File: config.mk
export PLATFORM = sky130hd
export DESIGN_NAME = humidity_temp_frame_decoder_core
export DESIGN_NICKNAME = d
export VERILOG_FILES = /design/src/rtl/htfd_pkg.sv /design/src/rtl/htfd_conv.sv /design/src/rtl/humidity_temp_frame_decoder_core.sv
export SDC_FILE = /design/constraint.sdc
export NUM_CORES = 1
export LEC_CHECK = 0
export ABC_CLOCK_PERIOD_IN_PS = 19400
export BUFFER_PORTS_ARGS = -buffer_cell sky130_fd_sc_hd__buf_2
export CORE_UTILIZATION = 45
export CTS_BUF_LIST = sky130_fd_sc_hd__clkbuf_8
export DETAILED_ROUTE_END_ITERATION = 7
export GPL_ROUTABILITY_DRIVEN = 0
export HOLD_SLACK_MARGIN = 0.05
export PLACE_DENSITY_LB_ADDON = 0.2
export SYNTH_ARGS = -nofsm -noshare
export SYNTH_HDL_FRONTEND = slang
export SYNTH_SLANG_ARGS = --single-unit
File: constraint.sdc
create_clock -name clock -period 19.4 [get_ports clock]
set_clock_uncertainty 0.05 [all_clocks]
set_input_delay 3.88 -clock clock [delete_from_list [all_inputs] [get_ports clock]]
set_output_delay 3.88 -clock clock [all_outputs]
set_load 0.01 [all_outputs]
File: src/rtl/htfd_pkg.sv
// Shared types, constants and the CRC-8 helper for the sensor frame decoder.
// No dependencies.
`default_nettype none

package htfd_pkg;

   // Measurement kind selector codes
   localparam logic OpTemp = 1'b0;
   localparam logic OpHum  = 1'b1;

   localparam logic [7:0]         CrcPoly    = 8'h31;
   localparam logic [7:0]         CrcInit    = 8'h00;
   localparam logic [15:0]        StatusMask = 16'hFFFC;
   localparam logic [14:0]        TempScale  = 15'd17572;
   localparam logic [14:0]        HumScale   = 15'd12500;
   localparam logic signed [15:0] TempOffset = -16'sd4685;
   localparam logic signed [15:0] HumOffset  = -16'sd600;
   localparam logic signed [15:0] HumMax     = 16'sd10000;

   typedef struct packed {
      logic       op;
      logic [7:0] data_high;
      logic [7:0] data_low;
      logic [7:0] check_byte;
   } htfd_frame_type;

   typedef struct packed {
      logic signed [14:0] value;
      logic               crc_ok;
   } htfd_result_type;

   // One byte through the MSB-first CRC-8 shift register.
   function automatic logic [7:0] crc8_byte(input logic [7:0] crc, input logic [7:0] data);
      logic [7:0] c;
      c = crc ^ data;
      for (int i = 0; i < 8; i++) begin
         if (c[7]) begin
            c = {c[6:0], 1'b0} ^ CrcPoly;
         end else begin
            c = {c[6:0], 1'b0};
         end
      end
      return c;
   endfunction

endpackage

`default_nettype wire

File: src/rtl/htfd_conv.sv
// Combinational frame decode: CRC-8 check plus fixed-point scaling and clamp.
// Depends on htfd_pkg.
`default_nettype none

module htfd_conv
   import htfd_pkg::*;
(
   input  htfd_frame_type  frame,
   output htfd_result_type result
);

   logic [7:0]         crc;
   logic [15:0]        raw;
   logic [14:0]        scale;
   logic [30:0]        prod;
   logic signed [15:0] offset;
   logic signed [15:0] sum;
   logic signed [15:0] value;
   logic               crc_ok;

   assign crc    = crc8_byte(crc8_byte(CrcInit, frame.data_high), frame.data_low);
   assign crc_ok = (crc == frame.check_byte);
   assign raw    = {frame.data_high, frame.data_low} & StatusMask;

   // one shared multiplier, coefficient picked by measurement kind
   assign scale  = (frame.op == OpHum) ? HumScale : TempScale;
   assign offset = (frame.op == OpHum) ? HumOffset : TempOffset;
   assign prod   = {15'd0, raw} * {16'd0, scale};
   assign sum    = offset + $signed({1'b0, prod[30:16]});

   always_comb begin
      value = sum;
      if (frame.op == OpHum) begin
         priority if (sum < 16'sd0) begin
            value = 16'sd0;
         end else if (sum > HumMax) begin
            value = HumMax;
         end else begin
            value = sum;
         end
      end
   end

   assign result.crc_ok = crc_ok;
   assign result.value  = crc_ok ? value[14:0] : 15'sd0;

endmodule

`default_nettype wire

File: src/rtl/humidity_temp_frame_decoder_core.sv
// Top level of the sensor reply frame decoder: handshake, input and result registers.
// Depends on htfd_pkg and htfd_conv.
`default_nettype none

// Decodes one sensor reply frame per transaction. A frame carries two data
// bytes, a received CRC-8 byte and a kind selector (req_op: 0 temperature,
// 1 relative humidity). The CRC-8 (poly 0x31, init 0, MSB first) is checked
// over data_high then data_low; the two low status bits are cleared from the
// 16-bit raw word, which is scaled to hundredths of a degree C
// (-4685 + 17572*raw/65536) or of a percent RH (-600 + 12500*raw/65536,
// clamped to 0..10000). On a CRC mismatch rsp_crc_ok is low and rsp_value is
// zero. A frame is accepted into the input register, then passes through
// CRC and a single constant multiply into the result register, where
// rsp_valid rises; a full result register holds it back. Throughput is one
// transaction per clock while rsp_ready is high; both stages advance
// together, so a new request is taken in the same cycle a pending result is
// consumed. Frames are independent; no state is kept between them. Reset
// only clears the valid flags.
module humidity_temp_frame_decoder_core
   import htfd_pkg::*;
(
   input  logic               clock,
   input  logic               reset,
   input  logic               req_valid,
   output logic               req_ready,
   input  logic               req_op,
   input  logic [7:0]         req_data_high,
   input  logic [7:0]         req_data_low,
   input  logic [7:0]         req_check_byte,
   output logic               rsp_valid,
   input  logic               rsp_ready,
   output logic signed [14:0] rsp_value,
   output logic               rsp_crc_ok
);

   logic            in_valid_ff, in_valid_in;
   htfd_frame_type  in_frame_ff;
   logic            out_valid_ff, out_valid_in;
   htfd_result_type out_result_ff;
   htfd_result_type conv_result;
   logic            out_free;
   logic            in_advance;
   logic            req_fire;

   // result slot can load when empty or being drained this cycle
   assign out_free   = !out_valid_ff || rsp_ready;
   assign in_advance = in_valid_ff && out_free;
   assign req_ready  = !in_valid_ff || out_free;
   assign req_fire   = req_valid && req_ready;

   always_comb begin
      in_valid_in = in_valid_ff;
      if (req_fire) begin
         in_valid_in = 1'b1;
      end else if (in_advance) begin
         in_valid_in = 1'b0;
      end
   end

   always_comb begin
      out_valid_in = out_valid_ff;
      if (in_advance) begin
         out_valid_in = 1'b1;
      end else if (rsp_ready) begin
         out_valid_in = 1'b0;
      end
   end

   always_ff @(posedge clock) begin
      if (reset) begin
         in_valid_ff  <= 1'b0;
         out_valid_ff <= 1'b0;
      end else begin
         in_valid_ff  <= in_valid_in;
         out_valid_ff <= out_valid_in;
      end
   end

   // payload registers, no reset
   always_ff @(posedge clock) begin
      if (req_fire) begin
         in_frame_ff.op         <= req_op;
         in_frame_ff.data_high  <= req_data_high;
         in_frame_ff.data_low   <= req_data_low;
         in_frame_ff.check_byte <= req_check_byte;
      end
      if (in_advance) begin
         out_result_ff <= conv_result;
      end
   end

   htfd_conv u_conv (
      .frame  (in_frame_ff),
      .result (conv_result)
   );

   assign rsp_valid  = out_valid_ff;
   assign rsp_value  = out_result_ff.value;
   assign rsp_crc_ok = out_result_ff.crc_ok;

endmodule

`default_nettype wire

==> results by stage <==
Clocking:
- The number of hold buffers added after cts is 0.
- The H-tree was split into 2 levels.
- The master cell of the clock root buffer is sky130_fd_sc_hd__clkbuf_8.
- After clock tree synthesis, the repair step resized 0 gates.
- Clock tree synthesis found a total of 43 sinks.
- The clock passes through at most 2 buffers.
- The clock edge transition at the registers on the reported setup and hold paths is 0.08 ns.
- The total clock buffers created by CTS is 5.
- The post-CTS repair timing setup buffer count is 0.
- TritonCTS built the clock tree.
- The clock latency at the later pin of the worst-skew pair is 0.33 ns.

Critical path:
- The peak fanout along the critical path is 33.
- The stage delay of the slowest cell on the critical path is 0.56 ns.
- The worst setup path is launched from a register.
- For the worst setup path, the data required time is 19.42 ns.
- In this run the register-to-register setup slack is 10.71 ns.
- The critical-path cell with the highest stage delay is sky130_fd_sc_hd__fa_1.
- The worst endpoint data arrival time is 8.71 ns.
- STA classifies the critical path endpoint as a register.
- The cell type with the highest occurrence count on the critical path is sky130_fd_sc_hd__inv_1.
- The startpoint-to-endpoint class of the critical path is register to register.

Timing:
- The time the final worst path needs with I/O delays and setup is 8.69 ns.
- The worst relative slew slack is 37.2%.
- Dividing the final minimum period by the clock period gives 44.8%.
- The maximum operating frequency is 115 MHz.
- The number of slew-limit violations in the final report was 0.
- The final number of hold-violating endpoints was 0.
- For the final routed database, the setup TNS stands at 0 ns.
- Setup repair after global routing left no endpoint under its margin.
- The number of setup violations in the final report is 0.
- At the pin with the least slew margin, the transition time is 0.928 ns.

Route:
- The detailed-router iteration count before antenna repair is 4.
- The detailed router finished its first iteration with 249 violations.
- After detailed routing, the number of vias per cell comes to 5.31.
- The count of nets left with antenna violations after detail routing is 0.
- After detailed routing, the number of remaining DRC violations is 0.
- After detailed routing, the average wire length per cell comes to 15.4 um.
- Summing over every cut layer, the via total after detailed routing is 4824.
- Wires add up to 14.0 mm.

Yosys:
- The number of instances in the synthesized netlist is 678.
- In this run the mean area of a mapped cell was 9.81 um^2.
- The register area share after synthesis is 19.1%.
- The netlist area before placement is 6650 um^2.
- The async set or reset register ratio after synthesis is 0%.
- The number of distinct library cell variants in the gate-level netlist after synthesis is 64.
- In this run, synthesis produced a sequential element count of 43.
- The count of yosys warnings during synthesis is 0.
- The most used flip-flop cell after synthesis is sky130_fd_sc_hd__edfxtp_1.
- Yosys mapped a number of flops with a built-in enable equal to 41.

Global route:
- The initial antenna violation count is 0.
- The pin count of the biggest net entering global routing is 34.
- The leftover overflow at the end of global routing is 0.
- Global routing used 19.6% of the available tracks across all layers.
- The global-route wire length before repair is 22.6 mm.
- The number of global-route vias before repair is 4665.

Cells and area:
- In the layout the commonest cells are sky130_fd_sc_hd__ha_1 (118), sky130_fd_sc_hd__inv_1 (107), sky130_fd_sc_hd__fa_1 (64), sky130_fd_sc_hd__nand2_1 (53), sky130_fd_sc_hd__buf_2 (46).
- 0 antenna diodes ended up in the layout.
- For this run, the post-layout net count is 935.
- The fraction of final layout cells with drive strength greater than 1 is 9.39%.
- Compared with the post-synthesis result, the final layout area differs by 8.05%.
- The filler cells instantiated in the layout total 1361.
- Leaving out fill and tap cells, the most frequent cell in the layout is sky130_fd_sc_hd__ha_1.

Floorplan:
- The number of primary I/O pins is 47.
- The placeable core region is 14500 um^2.
- The initial standard-cell utilization of the core is 45.9%.
- The full die area is 15300 um^2.
- The die span in x is 124 um.
- The die is 124 um tall.
- The number of rows created at floorplan is 44.

Min path:
- The min-delay analysis places its worst path in the category register to register.

Outcome:
- The run finished with clean final reports.

Placement:
- The post-DP HPWL is 12.0 mm.
- In this run the tool buffered the top-level ports with 46 buffer cells.

Job:
- Across the run, the number of max-cap violations was 0.
==> cells by family (layout without fill, tap and decap cells) <==
logic type               count (synthesis)  in the layout  share of synthesized area [%]
adder cells (fa/ha/maj)                182            182                           41.5
AND/OR/NAND/NOR                        142            142                           10.5
buffers and inverters                  126            162                           7.30
AO/OA/AOI/OAI                          111            111                           11.9
XOR/XNOR                                69             69                           9.09
flip-flops                              43             43                           19.1
multiplexers                             3              3                          0.452
other                                    2             12                          0.113
==> through the flow <==
step,util (%),hold WS (ns),setup slack (ns),instance area (um^2),std cells
after detailed placement,48.9,0.463,10.76,7080,901
after floorplan,-,0.428,11.28,6690,688
after global routing,49.6,0.496,10.17,7180,908
after global placement,48.9,0.445,11.00,7080,901
final,49.6,0.470,10.71,7180,908
after CTS,49.6,0.478,10.73,7180,908
==> layout make-up <==
type / count / area, um^2 / share of cell area [%]
multi-input combinational: 519 / 4930 / 68.6
sequential: 43 / 1270 / 17.7
inverter: 106 / 398 / 5.54
timing repair buffer: 49 / 253 / 3.52
tap: 184 / 230 / 3.20
clock buffer: 5 / 68.8 / 0.958
clock inverter: 2 / 33.8 / 0.470
==> path summary, 6_finish.rpt <==
kind | startpoint | to | cells past startpoint
worst max-delay path | in_frame_ff[24] | rsp_value[9] | 30
worst min-delay path | in_valid_ff | rsp_valid | 2
worst max register to register | in_frame_ff[24] | rsp_value[9] | 30
worst min register to register | in_valid_ff | rsp_valid | 2
==> sequential cells by signal, indices dropped and copies added (netlist names) <==
name,cells
in_frame_ff,25
in_valid_ff,1
rsp_valid,1
rsp_crc_ok,1
rsp_value,15
==> layer usage <==
| layer | GRT usage [%] | vias to the layer above | share of wire [%] |
|---|---|---|---|
| met1 | 26.9 | 2353 | 49 |
| met5 | 0 | - | 0 |
| li1 | - | 2378 | - |
| met3 | 2.44 | 10 | 3.0 |
| met2 | 32.2 | 83 | 47 |
| met4 | 5.57 | 0 | 1.2 |
==> cells in the mapped netlist (all sizes together), types with 2 or more instances <==
cell    instances  area, um^2
nor2           23        86.3
o211ai          7        71.3
and2           11        68.8
a311oi          2        17.5
a22o            4        35.0
nor2b           9        56.3
a21o           10        75.1
clkbuf         15        56.3
and3            9        56.3
a31oi           4        25.0
dfxtp           2        40.0
ha            118        1480
a211oi          3        27.5
inv           106         398
o21a            6        45.0
conb            2        7.51
fa             64        1280
o211a           2        27.5
buf             5        31.3
edfxtp         41        1230
a211o           4        35.0
a21oi          36         180
nand3           8        40.0
a41oi           3        33.8
o31a            2        17.5
or3             3        23.8
nor3            6        30.0
xnor2          42         368
xor2           27         236
or2             5        31.3
nand2          53         199
nand2b          4        25.0
a311o           2        20.0
mux2i           3        30.0
o31ai           2        15.0
o21ai          13        68.8
and4            2        17.5
nand4           5        31.3
==> critical path: cells and delay by family (launching register included) <==
kind	cells	cell delay, ns
adder cells (fa/ha/maj)	8	3.19
AO/OA/AOI/OAI	8	2.60
XOR/XNOR	1	0.13
AND/OR/NAND/NOR	7	1.09
buffers and inverters	6	0.97
flip-flops	1	0.37
Power is left out: the tool's default activity adds up to more than one toggle a clock period on the data nets, which glitch-free logic cannot reach.
